===== config.mk =====
export PLATFORM = sky130hd
export DESIGN_NAME = lidar_spherical_to_cartesian
export DESIGN_NICKNAME = d
export VERILOG_FILES = /design/src/sv/lsc_pkg.sv /design/src/sv/lsc_cordic.sv /design/src/sv/lidar_spherical_to_cartesian.sv
export SDC_FILE = /design/constraint.sdc
export NUM_CORES = 2
export LEC_CHECK = 0
export ABC_CLOCK_PERIOD_IN_PS = 20700
export BUFFER_PORTS_ARGS = -buffer_cell sky130_fd_sc_hd__buf_4
export CORE_UTILIZATION = 49
export DETAILED_ROUTE_END_ITERATION = 16
export SYNTH_ARGS = -nofsm -noshare
export SYNTH_HDL_FRONTEND = slang
export SYNTH_SLANG_ARGS = --single-unit
export TNS_END_PERCENT = 20

===== constraint.sdc =====
create_clock -name clock -period 20.7 [get_ports clock]
set_input_delay 4.14 -clock clock [delete_from_list [all_inputs] [get_ports clock]]
set_output_delay 4.14 -clock clock [all_outputs]
set_load 0.02 [all_outputs]

===== src/sv/lsc_pkg.sv =====
// -----------------------------------------------------------------------------
// lsc_pkg
// Widths, register codes, CORDIC constants and rounding helpers.
// -----------------------------------------------------------------------------
package lsc_pkg;

   localparam int RANGE_W     = 15;
   localparam int COORD_W     = 16;
   localparam int INDEX_W     = 10;
   localparam int COUNT_W     = 11;
   localparam int ANGLE_W     = 16;
   localparam int CSR_INDEX_W = 3;
   localparam int CSR_DATA_W  = 16;

   localparam int RANGE_BITS_DEF = 15;
   localparam int MAX_COLUMNS    = 1024;
   localparam int MAX_ROWS       = 1024;

   localparam logic [COUNT_W-1:0] COL_LIMIT =
      COUNT_W'((MAX_COLUMNS > 1024) ? 1024 : MAX_COLUMNS);
   localparam logic [COUNT_W-1:0] ROW_LIMIT =
      COUNT_W'((MAX_ROWS > 1024) ? 1024 : MAX_ROWS);

   // register indexes
   localparam logic [CSR_INDEX_W-1:0] CSR_THETA_START  = 3'd0;
   localparam logic [CSR_INDEX_W-1:0] CSR_THETA_STEP   = 3'd1;
   localparam logic [CSR_INDEX_W-1:0] CSR_PHI_START    = 3'd2;
   localparam logic [CSR_INDEX_W-1:0] CSR_PHI_STEP     = 3'd3;
   localparam logic [CSR_INDEX_W-1:0] CSR_COLUMN_COUNT = 3'd4;
   localparam logic [CSR_INDEX_W-1:0] CSR_ROW_COUNT    = 3'd5;
   localparam logic [CSR_INDEX_W-1:0] CSR_MIN_RANGE    = 3'd6;

   localparam logic [ANGLE_W-1:0] THETA_START_RST  = 16'd0;
   localparam logic [ANGLE_W-1:0] THETA_STEP_RST   = 16'd64;
   localparam logic [ANGLE_W-1:0] PHI_START_RST    = 16'd0;
   localparam logic [ANGLE_W-1:0] PHI_STEP_RST     = 16'd64;
   localparam logic [COUNT_W-1:0] COLUMN_COUNT_RST = 11'd682;
   localparam logic [COUNT_W-1:0] ROW_COUNT_RST    = 11'd100;
   localparam logic [RANGE_W-1:0] MIN_RANGE_RST    = 15'd19;

   // CORDIC, Q2.30
   localparam int CORDIC_W     = 32;
   localparam int CORDIC_ITERS = 16;
   localparam int ITER_W       = 4;
   localparam logic signed [CORDIC_W-1:0] CORDIC_GAIN = 32'sd652032874;

   // shared multiplier
   localparam int MUL_A_W = 33;
   localparam int MUL_B_W = 17;
   localparam int PROD_W  = 50;

   localparam logic signed [PROD_W-1:0] SAT_HI    = 50'sd32767;
   localparam logic signed [PROD_W-1:0] SAT_LO    = -50'sd32767;
   localparam logic signed [PROD_W-1:0] HALF_Q15  = 50'sd16384;
   localparam logic signed [PROD_W-1:0] HALF_Q30  = 50'sd536870912;

   typedef struct packed {
      logic signed [COORD_W-1:0] cos_v;
      logic signed [COORD_W-1:0] sin_v;
   } trig_type;

   function automatic logic signed [CORDIC_W-1:0] atan_q30(input logic [ITER_W-1:0] i);
      case (i)
         4'd0:    return 32'sd536870912;
         4'd1:    return 32'sd316933406;
         4'd2:    return 32'sd167458907;
         4'd3:    return 32'sd85004757;
         4'd4:    return 32'sd42667331;
         4'd5:    return 32'sd21354465;
         4'd6:    return 32'sd10679840;
         4'd7:    return 32'sd5340245;
         4'd8:    return 32'sd2670163;
         4'd9:    return 32'sd1335087;
         4'd10:   return 32'sd667544;
         4'd11:   return 32'sd333772;
         4'd12:   return 32'sd166886;
         4'd13:   return 32'sd83443;
         4'd14:   return 32'sd41722;
         default: return 32'sd20861;
      endcase
   endfunction

   function automatic logic signed [COORD_W-1:0] sat16(input logic signed [PROD_W-1:0] v);
      if (v > SAT_HI) return SAT_HI[COORD_W-1:0];
      if (v < SAT_LO) return SAT_LO[COORD_W-1:0];
      return v[COORD_W-1:0];
   endfunction

   // round half up, then clamp to the symmetric 16-bit range
   function automatic logic signed [COORD_W-1:0] round_q15(input logic signed [PROD_W-1:0] v);
      logic signed [PROD_W-1:0] t;
      t = (v + HALF_Q15) >>> 15;
      return sat16(t);
   endfunction

   function automatic logic signed [COORD_W-1:0] round_q30(input logic signed [PROD_W-1:0] v);
      logic signed [PROD_W-1:0] t;
      t = (v + HALF_Q30) >>> 30;
      return sat16(t);
   endfunction

endpackage


===== src/sv/lsc_cordic.sv =====
// -----------------------------------------------------------------------------
// lsc_cordic
// Iterative rotation CORDIC: cos and sin of a 16-bit binary angle in Q1.15.
// -----------------------------------------------------------------------------
module lsc_cordic (
   input  logic                         clock,
   input  logic                         reset,
   input  logic                         start,
   input  logic [lsc_pkg::ANGLE_W-1:0]  angle,
   output logic                         done,
   output lsc_pkg::trig_type            result
);
   import lsc_pkg::*;

   logic signed [CORDIC_W-1:0] x_ff, x_in, y_ff, y_in, z_ff, z_in;
   logic signed [CORDIC_W-1:0] sh_x, sh_y, z_start;
   logic [ITER_W-1:0]          iter_ff, iter_in;
   logic                       busy_ff, busy_in, done_ff, done_in, neg_ff, neg_in;
   logic                       fold_hi, fold_lo, fold;
   logic signed [CORDIC_W:0]   xe, ye, xt, yt;

   // fold into +-90 degrees by flipping the half-circle bit
   assign fold_hi = !angle[15] && angle[14] && (angle[13:0] != 14'd0);
   assign fold_lo = angle[15] && !angle[14];
   assign fold    = fold_hi || fold_lo;
   assign z_start = $signed({angle ^ {fold, 15'd0}, 16'd0});

   assign sh_x = x_ff >>> iter_ff;
   assign sh_y = y_ff >>> iter_ff;

   always_comb begin
      x_in    = x_ff;
      y_in    = y_ff;
      z_in    = z_ff;
      neg_in  = neg_ff;
      iter_in = iter_ff;
      busy_in = busy_ff;
      done_in = 1'b0;
      if (start) begin
         x_in    = CORDIC_GAIN;
         y_in    = '0;
         z_in    = z_start;
         neg_in  = fold;
         iter_in = '0;
         busy_in = 1'b1;
      end else if (busy_ff) begin
         if (!z_ff[CORDIC_W-1]) begin
            x_in = x_ff - sh_y;
            y_in = y_ff + sh_x;
            z_in = z_ff - atan_q30(iter_ff);
         end else begin
            x_in = x_ff + sh_y;
            y_in = y_ff - sh_x;
            z_in = z_ff + atan_q30(iter_ff);
         end
         iter_in = iter_ff + 4'd1;
         if (iter_ff == ITER_W'(CORDIC_ITERS - 1)) begin
            busy_in = 1'b0;
            done_in = 1'b1;
         end
      end
   end

   always_ff @(posedge clock) begin
      if (reset) begin
         busy_ff <= 1'b0;
         done_ff <= 1'b0;
      end else begin
         busy_ff <= busy_in;
         done_ff <= done_in;
      end
      x_ff    <= x_in;
      y_ff    <= y_in;
      z_ff    <= z_in;
      neg_ff  <= neg_in;
      iter_ff <= iter_in;
   end

   // undo the fold, round to Q1.15
   always_comb begin
      xe = neg_ff ? -$signed({x_ff[CORDIC_W-1], x_ff}) : $signed({x_ff[CORDIC_W-1], x_ff});
      ye = neg_ff ? -$signed({y_ff[CORDIC_W-1], y_ff}) : $signed({y_ff[CORDIC_W-1], y_ff});
      xt = (xe + 33'sd16384) >>> 15;
      yt = (ye + 33'sd16384) >>> 15;
      result.cos_v = sat16(PROD_W'(xt));
      result.sin_v = sat16(PROD_W'(yt));
   end

   assign done = done_ff;

endmodule


===== src/sv/lidar_spherical_to_cartesian.sv =====
// -----------------------------------------------------------------------------
// lidar_spherical_to_cartesian
// Raster range samples in, 3D points out. Each beat on req_ carries one range
// sample in row-major order; the block tracks column and row, derives azimuth
// and elevation from the csr_ start/step registers and returns x, y, z rounded
// to range units with the sample's indices and an end-of-frame flag. A range
// not above min_range returns a zero point with valid_res low. While the rsp_
// side drains, a sample is finished before the next is taken. An invalid one
// goes from idle straight to the output load; a valid one passes a multiply
// step each for the azimuth and elevation angles, two passes of one iterative
// CORDIC unit, four more steps through the shared 33x17 multiplier, a rounding
// step, the output load and the idle state that takes the next beat. A finished
// point waits in the rsp_ register, so a new sample can be taken while it is
// unread; the next finished point then holds the block until the first is
// read. Neither req_ nor csr_ takes a beat during reset. Register writes never
// touch the counters and should be made only while the block is idle.
// -----------------------------------------------------------------------------
module lidar_spherical_to_cartesian #(
   parameter int RANGE_BITS = lsc_pkg::RANGE_BITS_DEF
) (
   input  logic                                clock,
   input  logic                                reset,
   input  logic                                req_valid,
   output logic                                req_ready,
   input  logic [lsc_pkg::RANGE_W-1:0]         req_range,
   output logic                                rsp_valid,
   input  logic                                rsp_ready,
   output logic signed [lsc_pkg::COORD_W-1:0]  rsp_x_pos,
   output logic signed [lsc_pkg::COORD_W-1:0]  rsp_y_pos,
   output logic signed [lsc_pkg::COORD_W-1:0]  rsp_z_pos,
   output logic                                rsp_valid_res,
   output logic [lsc_pkg::INDEX_W-1:0]         rsp_row_index,
   output logic [lsc_pkg::INDEX_W-1:0]         rsp_column_index,
   output logic                                rsp_frame_last,
   input  logic                                csr_valid,
   output logic                                csr_ready,
   input  logic [lsc_pkg::CSR_INDEX_W-1:0]     csr_index,
   input  logic [lsc_pkg::CSR_DATA_W-1:0]      csr_data
);
   import lsc_pkg::*;

   localparam int R_W = (RANGE_BITS < RANGE_W) ? RANGE_BITS : RANGE_W;

   localparam logic [3:0] ST_IDLE    = 4'd0;
   localparam logic [3:0] ST_MUL_TH  = 4'd1;
   localparam logic [3:0] ST_MUL_PH  = 4'd2;
   localparam logic [3:0] ST_TRIG_TH = 4'd3;
   localparam logic [3:0] ST_TRIG_PH = 4'd4;
   localparam logic [3:0] ST_MUL_RC  = 4'd5;
   localparam logic [3:0] ST_MUL_Y   = 4'd6;
   localparam logic [3:0] ST_MUL_Z   = 4'd7;
   localparam logic [3:0] ST_MUL_X   = 4'd8;
   localparam logic [3:0] ST_ROUND_X = 4'd9;
   localparam logic [3:0] ST_OUT     = 4'd10;

   logic [3:0] state_ff, state_in;

   // configuration
   logic [ANGLE_W-1:0] theta_start_ff, theta_step_ff, phi_start_ff, phi_step_ff;
   logic [COUNT_W-1:0] column_count_ff, row_count_ff;
   logic [RANGE_W-1:0] min_range_ff;

   // raster position
   logic [INDEX_W-1:0] col_cnt_ff, col_cnt_in, row_cnt_ff, row_cnt_in;
   logic [COUNT_W-1:0] ncols, nrows;
   logic               line_end, frame_end, take, range_ok;

   // item in flight
   logic [R_W-1:0]     r_ff;
   logic [INDEX_W-1:0] col_ff, row_ff;
   logic               valid_ff, last_ff;
   logic [ANGLE_W-1:0] ph_ff;
   trig_type           trig_t_ff, trig_p_ff, trig_res;
   logic signed [PROD_W-1:0]  prod_ff, mul_p;
   logic signed [MUL_A_W-1:0] p_ff, mul_a, r_ext;
   logic signed [MUL_B_W-1:0] mul_b;
   logic signed [COORD_W-1:0] x_ff, y_ff, z_ff;
   logic               cordic_start, cordic_done, mul_en;
   logic [ANGLE_W-1:0] cordic_angle;

   // result register
   logic                      rsp_valid_ff, rsp_valid_res_ff, rsp_frame_last_ff;
   logic signed [COORD_W-1:0] rsp_x_ff, rsp_y_ff, rsp_z_ff;
   logic [INDEX_W-1:0]        rsp_row_ff, rsp_col_ff;
   logic                      rsp_load;

   assign req_ready = (state_ff == ST_IDLE) && !reset;
   assign take      = req_valid && req_ready;
   assign csr_ready = !reset;

   always_comb begin
      if (column_count_ff == '0)          ncols = COUNT_W'(1);
      else if (column_count_ff > COL_LIMIT) ncols = COL_LIMIT;
      else                                ncols = column_count_ff;
      if (row_count_ff == '0)             nrows = COUNT_W'(1);
      else if (row_count_ff > ROW_LIMIT)  nrows = ROW_LIMIT;
      else                                nrows = row_count_ff;
   end

   assign line_end  = ({1'b0, col_cnt_ff} + 11'd1) >= ncols;
   assign frame_end = line_end && (({1'b0, row_cnt_ff} + 11'd1) >= nrows);
   assign range_ok  = RANGE_W'(req_range[R_W-1:0]) > min_range_ff;

   always_comb begin
      col_cnt_in = col_cnt_ff;
      row_cnt_in = row_cnt_ff;
      if (take) begin
         if (line_end) begin
            col_cnt_in = '0;
            row_cnt_in = frame_end ? '0 : row_cnt_ff + 10'd1;
         end else begin
            col_cnt_in = col_cnt_ff + 10'd1;
         end
      end
   end

   // shared multiplier operand select
   assign r_ext = $signed(MUL_A_W'(r_ff));

   always_comb begin
      mul_a  = r_ext;
      mul_b  = $signed({trig_t_ff.cos_v[COORD_W-1], trig_t_ff.cos_v});
      mul_en = 1'b1;
      case (state_ff)
         ST_MUL_TH: begin
            mul_a = $signed(MUL_A_W'(col_ff));
            mul_b = $signed({1'b0, theta_step_ff});
         end
         ST_MUL_PH: begin
            mul_a = $signed(MUL_A_W'(row_ff));
            mul_b = $signed({1'b0, phi_step_ff});
         end
         ST_MUL_RC: begin
            mul_a = r_ext;
            mul_b = $signed({trig_t_ff.cos_v[COORD_W-1], trig_t_ff.cos_v});
         end
         ST_MUL_Y: begin
            mul_a = prod_ff[MUL_A_W-1:0];
            mul_b = $signed({trig_p_ff.sin_v[COORD_W-1], trig_p_ff.sin_v});
         end
         ST_MUL_Z: begin
            mul_a = p_ff;
            mul_b = $signed({trig_p_ff.cos_v[COORD_W-1], trig_p_ff.cos_v});
         end
         ST_MUL_X: begin
            mul_a = r_ext;
            mul_b = $signed({trig_t_ff.sin_v[COORD_W-1], trig_t_ff.sin_v});
         end
         default: mul_en = 1'b0;
      endcase
   end

   assign mul_p = mul_a * mul_b;

   // angles are taken mod one turn
   assign cordic_start = (state_ff == ST_MUL_PH) || ((state_ff == ST_TRIG_TH) && cordic_done);
   assign cordic_angle = (state_ff == ST_MUL_PH) ? theta_start_ff + prod_ff[ANGLE_W-1:0]
                                                 : ph_ff;

   lsc_cordic u_cordic (
      .clock  (clock),
      .reset  (reset),
      .start  (cordic_start),
      .angle  (cordic_angle),
      .done   (cordic_done),
      .result (trig_res)
   );

   assign rsp_load = (state_ff == ST_OUT) && (!rsp_valid_ff || rsp_ready);

   always_comb begin
      state_in = state_ff;
      case (state_ff)
         ST_IDLE:    if (take) state_in = range_ok ? ST_MUL_TH : ST_OUT;
         ST_MUL_TH:  state_in = ST_MUL_PH;
         ST_MUL_PH:  state_in = ST_TRIG_TH;
         ST_TRIG_TH: if (cordic_done) state_in = ST_TRIG_PH;
         ST_TRIG_PH: if (cordic_done) state_in = ST_MUL_RC;
         ST_MUL_RC:  state_in = ST_MUL_Y;
         ST_MUL_Y:   state_in = ST_MUL_Z;
         ST_MUL_Z:   state_in = ST_MUL_X;
         ST_MUL_X:   state_in = ST_ROUND_X;
         ST_ROUND_X: state_in = ST_OUT;
         ST_OUT:     if (rsp_load) state_in = ST_IDLE;
         default:    state_in = ST_IDLE;
      endcase
   end

   // control and configuration
   always_ff @(posedge clock) begin
      if (reset) begin
         state_ff        <= ST_IDLE;
         col_cnt_ff      <= '0;
         row_cnt_ff      <= '0;
         rsp_valid_ff    <= 1'b0;
         theta_start_ff  <= THETA_START_RST;
         theta_step_ff   <= THETA_STEP_RST;
         phi_start_ff    <= PHI_START_RST;
         phi_step_ff     <= PHI_STEP_RST;
         column_count_ff <= COLUMN_COUNT_RST;
         row_count_ff    <= ROW_COUNT_RST;
         min_range_ff    <= MIN_RANGE_RST;
      end else begin
         state_ff   <= state_in;
         col_cnt_ff <= col_cnt_in;
         row_cnt_ff <= row_cnt_in;
         if (rsp_load)
            rsp_valid_ff <= 1'b1;
         else if (rsp_ready)
            rsp_valid_ff <= 1'b0;
         if (csr_valid && csr_ready) begin
            case (csr_index)
               CSR_THETA_START:  theta_start_ff  <= csr_data;
               CSR_THETA_STEP:   theta_step_ff   <= csr_data;
               CSR_PHI_START:    phi_start_ff    <= csr_data;
               CSR_PHI_STEP:     phi_step_ff     <= csr_data;
               CSR_COLUMN_COUNT: column_count_ff <= csr_data[COUNT_W-1:0];
               CSR_ROW_COUNT:    row_count_ff    <= csr_data[COUNT_W-1:0];
               CSR_MIN_RANGE:    min_range_ff    <= csr_data[RANGE_W-1:0];
               default: ;
            endcase
         end
      end
   end

   // datapath
   always_ff @(posedge clock) begin
      if (take) begin
         r_ff     <= req_range[R_W-1:0];
         col_ff   <= col_cnt_ff;
         row_ff   <= row_cnt_ff;
         valid_ff <= range_ok;
         last_ff  <= frame_end;
      end
      if (mul_en)
         prod_ff <= mul_p;
      if (state_ff == ST_TRIG_TH)
         ph_ff <= phi_start_ff + prod_ff[ANGLE_W-1:0];
      if ((state_ff == ST_TRIG_TH) && cordic_done)
         trig_t_ff <= trig_res;
      if ((state_ff == ST_TRIG_PH) && cordic_done)
         trig_p_ff <= trig_res;
      if (state_ff == ST_MUL_Y)
         p_ff <= prod_ff[MUL_A_W-1:0];
      if (state_ff == ST_MUL_Z)
         y_ff <= round_q30(prod_ff);
      if (state_ff == ST_MUL_X)
         z_ff <= round_q30(prod_ff);
      if (state_ff == ST_ROUND_X)
         x_ff <= round_q15(prod_ff);
      if (rsp_load) begin
         rsp_x_ff          <= valid_ff ? x_ff : '0;
         rsp_y_ff          <= valid_ff ? y_ff : '0;
         rsp_z_ff          <= valid_ff ? z_ff : '0;
         rsp_valid_res_ff  <= valid_ff;
         rsp_row_ff        <= row_ff;
         rsp_col_ff        <= col_ff;
         rsp_frame_last_ff <= last_ff;
      end
   end

   assign rsp_valid        = rsp_valid_ff;
   assign rsp_x_pos        = rsp_x_ff;
   assign rsp_y_pos        = rsp_y_ff;
   assign rsp_z_pos        = rsp_z_ff;
   assign rsp_valid_res    = rsp_valid_res_ff;
   assign rsp_row_index    = rsp_row_ff;
   assign rsp_column_index = rsp_col_ff;
   assign rsp_frame_last   = rsp_frame_last_ff;

endmodule


==> flow_summary_export.csv <==
group,metric,value,unit
outcome,outcome,"finished clean",
logic_synthesis,synth_fp_nets,6973,
detailed_routing,wirelength,161000,um
finish,layout_commonest_cell,"nand2_1",
finish,syn2layout_area_growth,8.19,%
clock_tree,cts_setup_buffers,0,
logic_synthesis,yosys_warnings,0,
sta,fin_crit,10760,ps
logic_synthesis,netlist_area,55900,um2
global_route,overflow,0,
sta,worstMarginPinSlew,1200,ps
setup_path,cp_slowest_stage_delay,970,ps
placed_design,placed_cell_area,58000,um2
logic_synthesis,synth-compound-area-share,12.9,%
logic_synthesis,synth_area_leaders,"fa_1 19%, edfxtp_1 18%, dfxtp_1 8.7%",
clock_tree,clock_sinks,577,
detailed_routing,first_pass_iters,6,
clock_tree,holdBufCountCts,0,
setup_path,crit_required,21100,ps
logic_synthesis,yosysSeqAreaShare,26.7,%
logic_synthesis,async_flop_share,0,%
floorplan,fp.dieW,340,um
setup_path,critPathMostFrequentCell,"fa_1",
floorplan,core,113000,um2
sta,clock_skew,54.9,ps
floorplan,die_height,340,um
placed_design,dpl.cell_count,7453,
detailed_routing,drtIter0Drc,3789,
logic_synthesis,yosys.area_share.simple,16.4,%
logic_synthesis,synth_top_family_by_area,"adder cells",
setup_path,rrSetupSlack,9940,ps
clock_tree,cts-buffers-inserted,72,
global_route,antenna_found_initial,0,
setup_path,cp_max_fo,61,
detailed_routing,via_per_inst,5.83,
floorplan,start_util,49.5,%
clock_tree,cts_root_buf,"clkbuf_16",
detailed_routing,drc,0,
setup_path,critPathKind,"reg2reg",
sta,finalSetupViolations,0,
finish,stdcell_area,60500,um2
job,max_cap_violations,0,
setup_path,cp_num_buf_inv,5,
clock_tree,clock_path_buffers,3,
worst_hold_path,min_path_type,"reg2reg",
clock_tree,cts_tree,"built",
logic_synthesis,synth_xor_area_share,5.56,%
setup_path,worst_setup_path_end_kind,"register",
detailed_routing,antenna_left,0,
logic_synthesis,synthMuxAreaShare,5.69,%
setup_path,crit_path_start_kind,"register",
clock_tree,cts_resized,0,
sta,finalHoldViolCount,0,
clock_tree,htreeDepth,3,
logic_synthesis,ys_seq_elements,577,
sta,fmax,92.9,MHz
clock_tree,clk_latency,710,ps
logic_synthesis,synth_enable_flop_cells,335,
placed_design,place.detailed.hpwl,120000,um
global_route,track_usage,28.0,%
floorplan,row_count,123,
detailed_routing,vias,44200,
logic_synthesis,avgSynthCellArea,9.16,um2
logic_synthesis,synth_top_area_share,19.4,%
clock_tree,clk_pin_slew,60,ps
placed_design,port_buffers,111,
sta,rsz0062_at_grt,"false",
logic_synthesis,yosys.area_share.adder,26.0,%
finish,nets,6901,
setup_path,arrival,11170,ps
sta,final.period_utilization,52.0,%
global_route,grt_pass1_wl,253000,um
finish,most-common-layout-cells,"809 x nand2_1, 656 x inv_1, 572 x nor2_1",
logic_synthesis,syn_inst,6099,
logic_synthesis,yosysTopAreaCell,"fa_1",
logic_synthesis,ys_dominant_reg_cell,"edfxtp_1",
finish,drive_above_1_share,7.67,%
sta,slew_headroom,19.3,%
floorplan,fp.dieArea,115000,um2
placed_design,gp_congestion,0.939,
floorplan,ios,112,
finish,antennaDiodeCount,0,
finish,final_cells,7585,
detailed_routing,wl_per_cell,21.2,um
sta,fin_tns_setup,0,ps
setup_path,cp_top_family,"compound AO/OA/AOI/OAI gates",
sta,slew_viol_final,0,
global_route,grt_pass1_vias,44100,
global_route,grt_start_max_net_pins,95,
logic_synthesis,yosysUniqueCellTypes,101,
setup_path,crit_slowest_cell,"a31oi_1",
## through the flow
step,worst slack [ps],hold WS (ps),util (%)
after CTS,10070,420,53.6
after global placement,10340,412,51.4
after detailed placement,10110,406,51.4
after global routing,9300,425,53.6
final,9940,420,53.6
after floorplan,11560,400,-
## cell type report
type,instances,area [um2]
repair buffers,177,1330
clock inverters,35,459
well taps,1500,1880
multi-input cells,4534,37400
flip-flops and latches,577,14900
inverters,665,2500
fillers,10300,52400
clock buffers,97,2010
## cells in the mapped netlist, drive strengths merged, types with 51 or more instances
cell type and number:
inv 661, xnor2 222, edfxtp 335, clkbuf 248, buf 75, a22oi 61
a31oi 63, xor2 133, nand2b 56, nor3 80, nand3 83, mux2i 91
and2 99, mux4 83, dfxtp 242, nor2 578, fa 541, a21oi 317
ha 294, nand2 809, a21o 77, o21ai 251, and3 51
## layer usage
layer	vias to the layer above	global-route usage, %	share of wire, %
met5	-	0	0
met2	1563	45.4	46
met1	21800	37.9	43
met4	0	10.6	3.9
met3	308	4.02	6.3
li1	20600	-	-
## kinds of logic after synthesis
kind of cell / Yosys count
flops: 577
xor+xnor: 355
compound gates: 1128
buf+inv: 988
fa+ha+maj: 836
simple gates: 2011
mux: 204
## final timing paths
check / startpoint / end / cells past startpoint
worst min register to register: last_ff$_DFFE_PP_ / rsp_frame_last$_DFFE_PP_ / 0
worst max register to register: state_ff[2]$_SDFFE_PP0P_ / prod_ff[47]$_DFFE_PP_ / 28
worst min-delay path: last_ff$_DFFE_PP_ / rsp_frame_last$_DFFE_PP_ / 0
worst max-delay path: state_ff[2]$_SDFFE_PP0P_ / prod_ff[47]$_DFFE_PP_ / 28
## state kept, by name, indices dropped and copies added (netlist names), 32 cells and up, named ones only
signal	cells
u_cordic.z_ff	32
prod_ff	50
u_cordic.x_ff	32
u_cordic.y_ff	32
trig_p_ff	32
p_ff	33
trig_t_ff	32
Power is left out: the tool's default activity adds up to more than one toggle a clock period on the data nets, which glitch-free logic cannot reach.
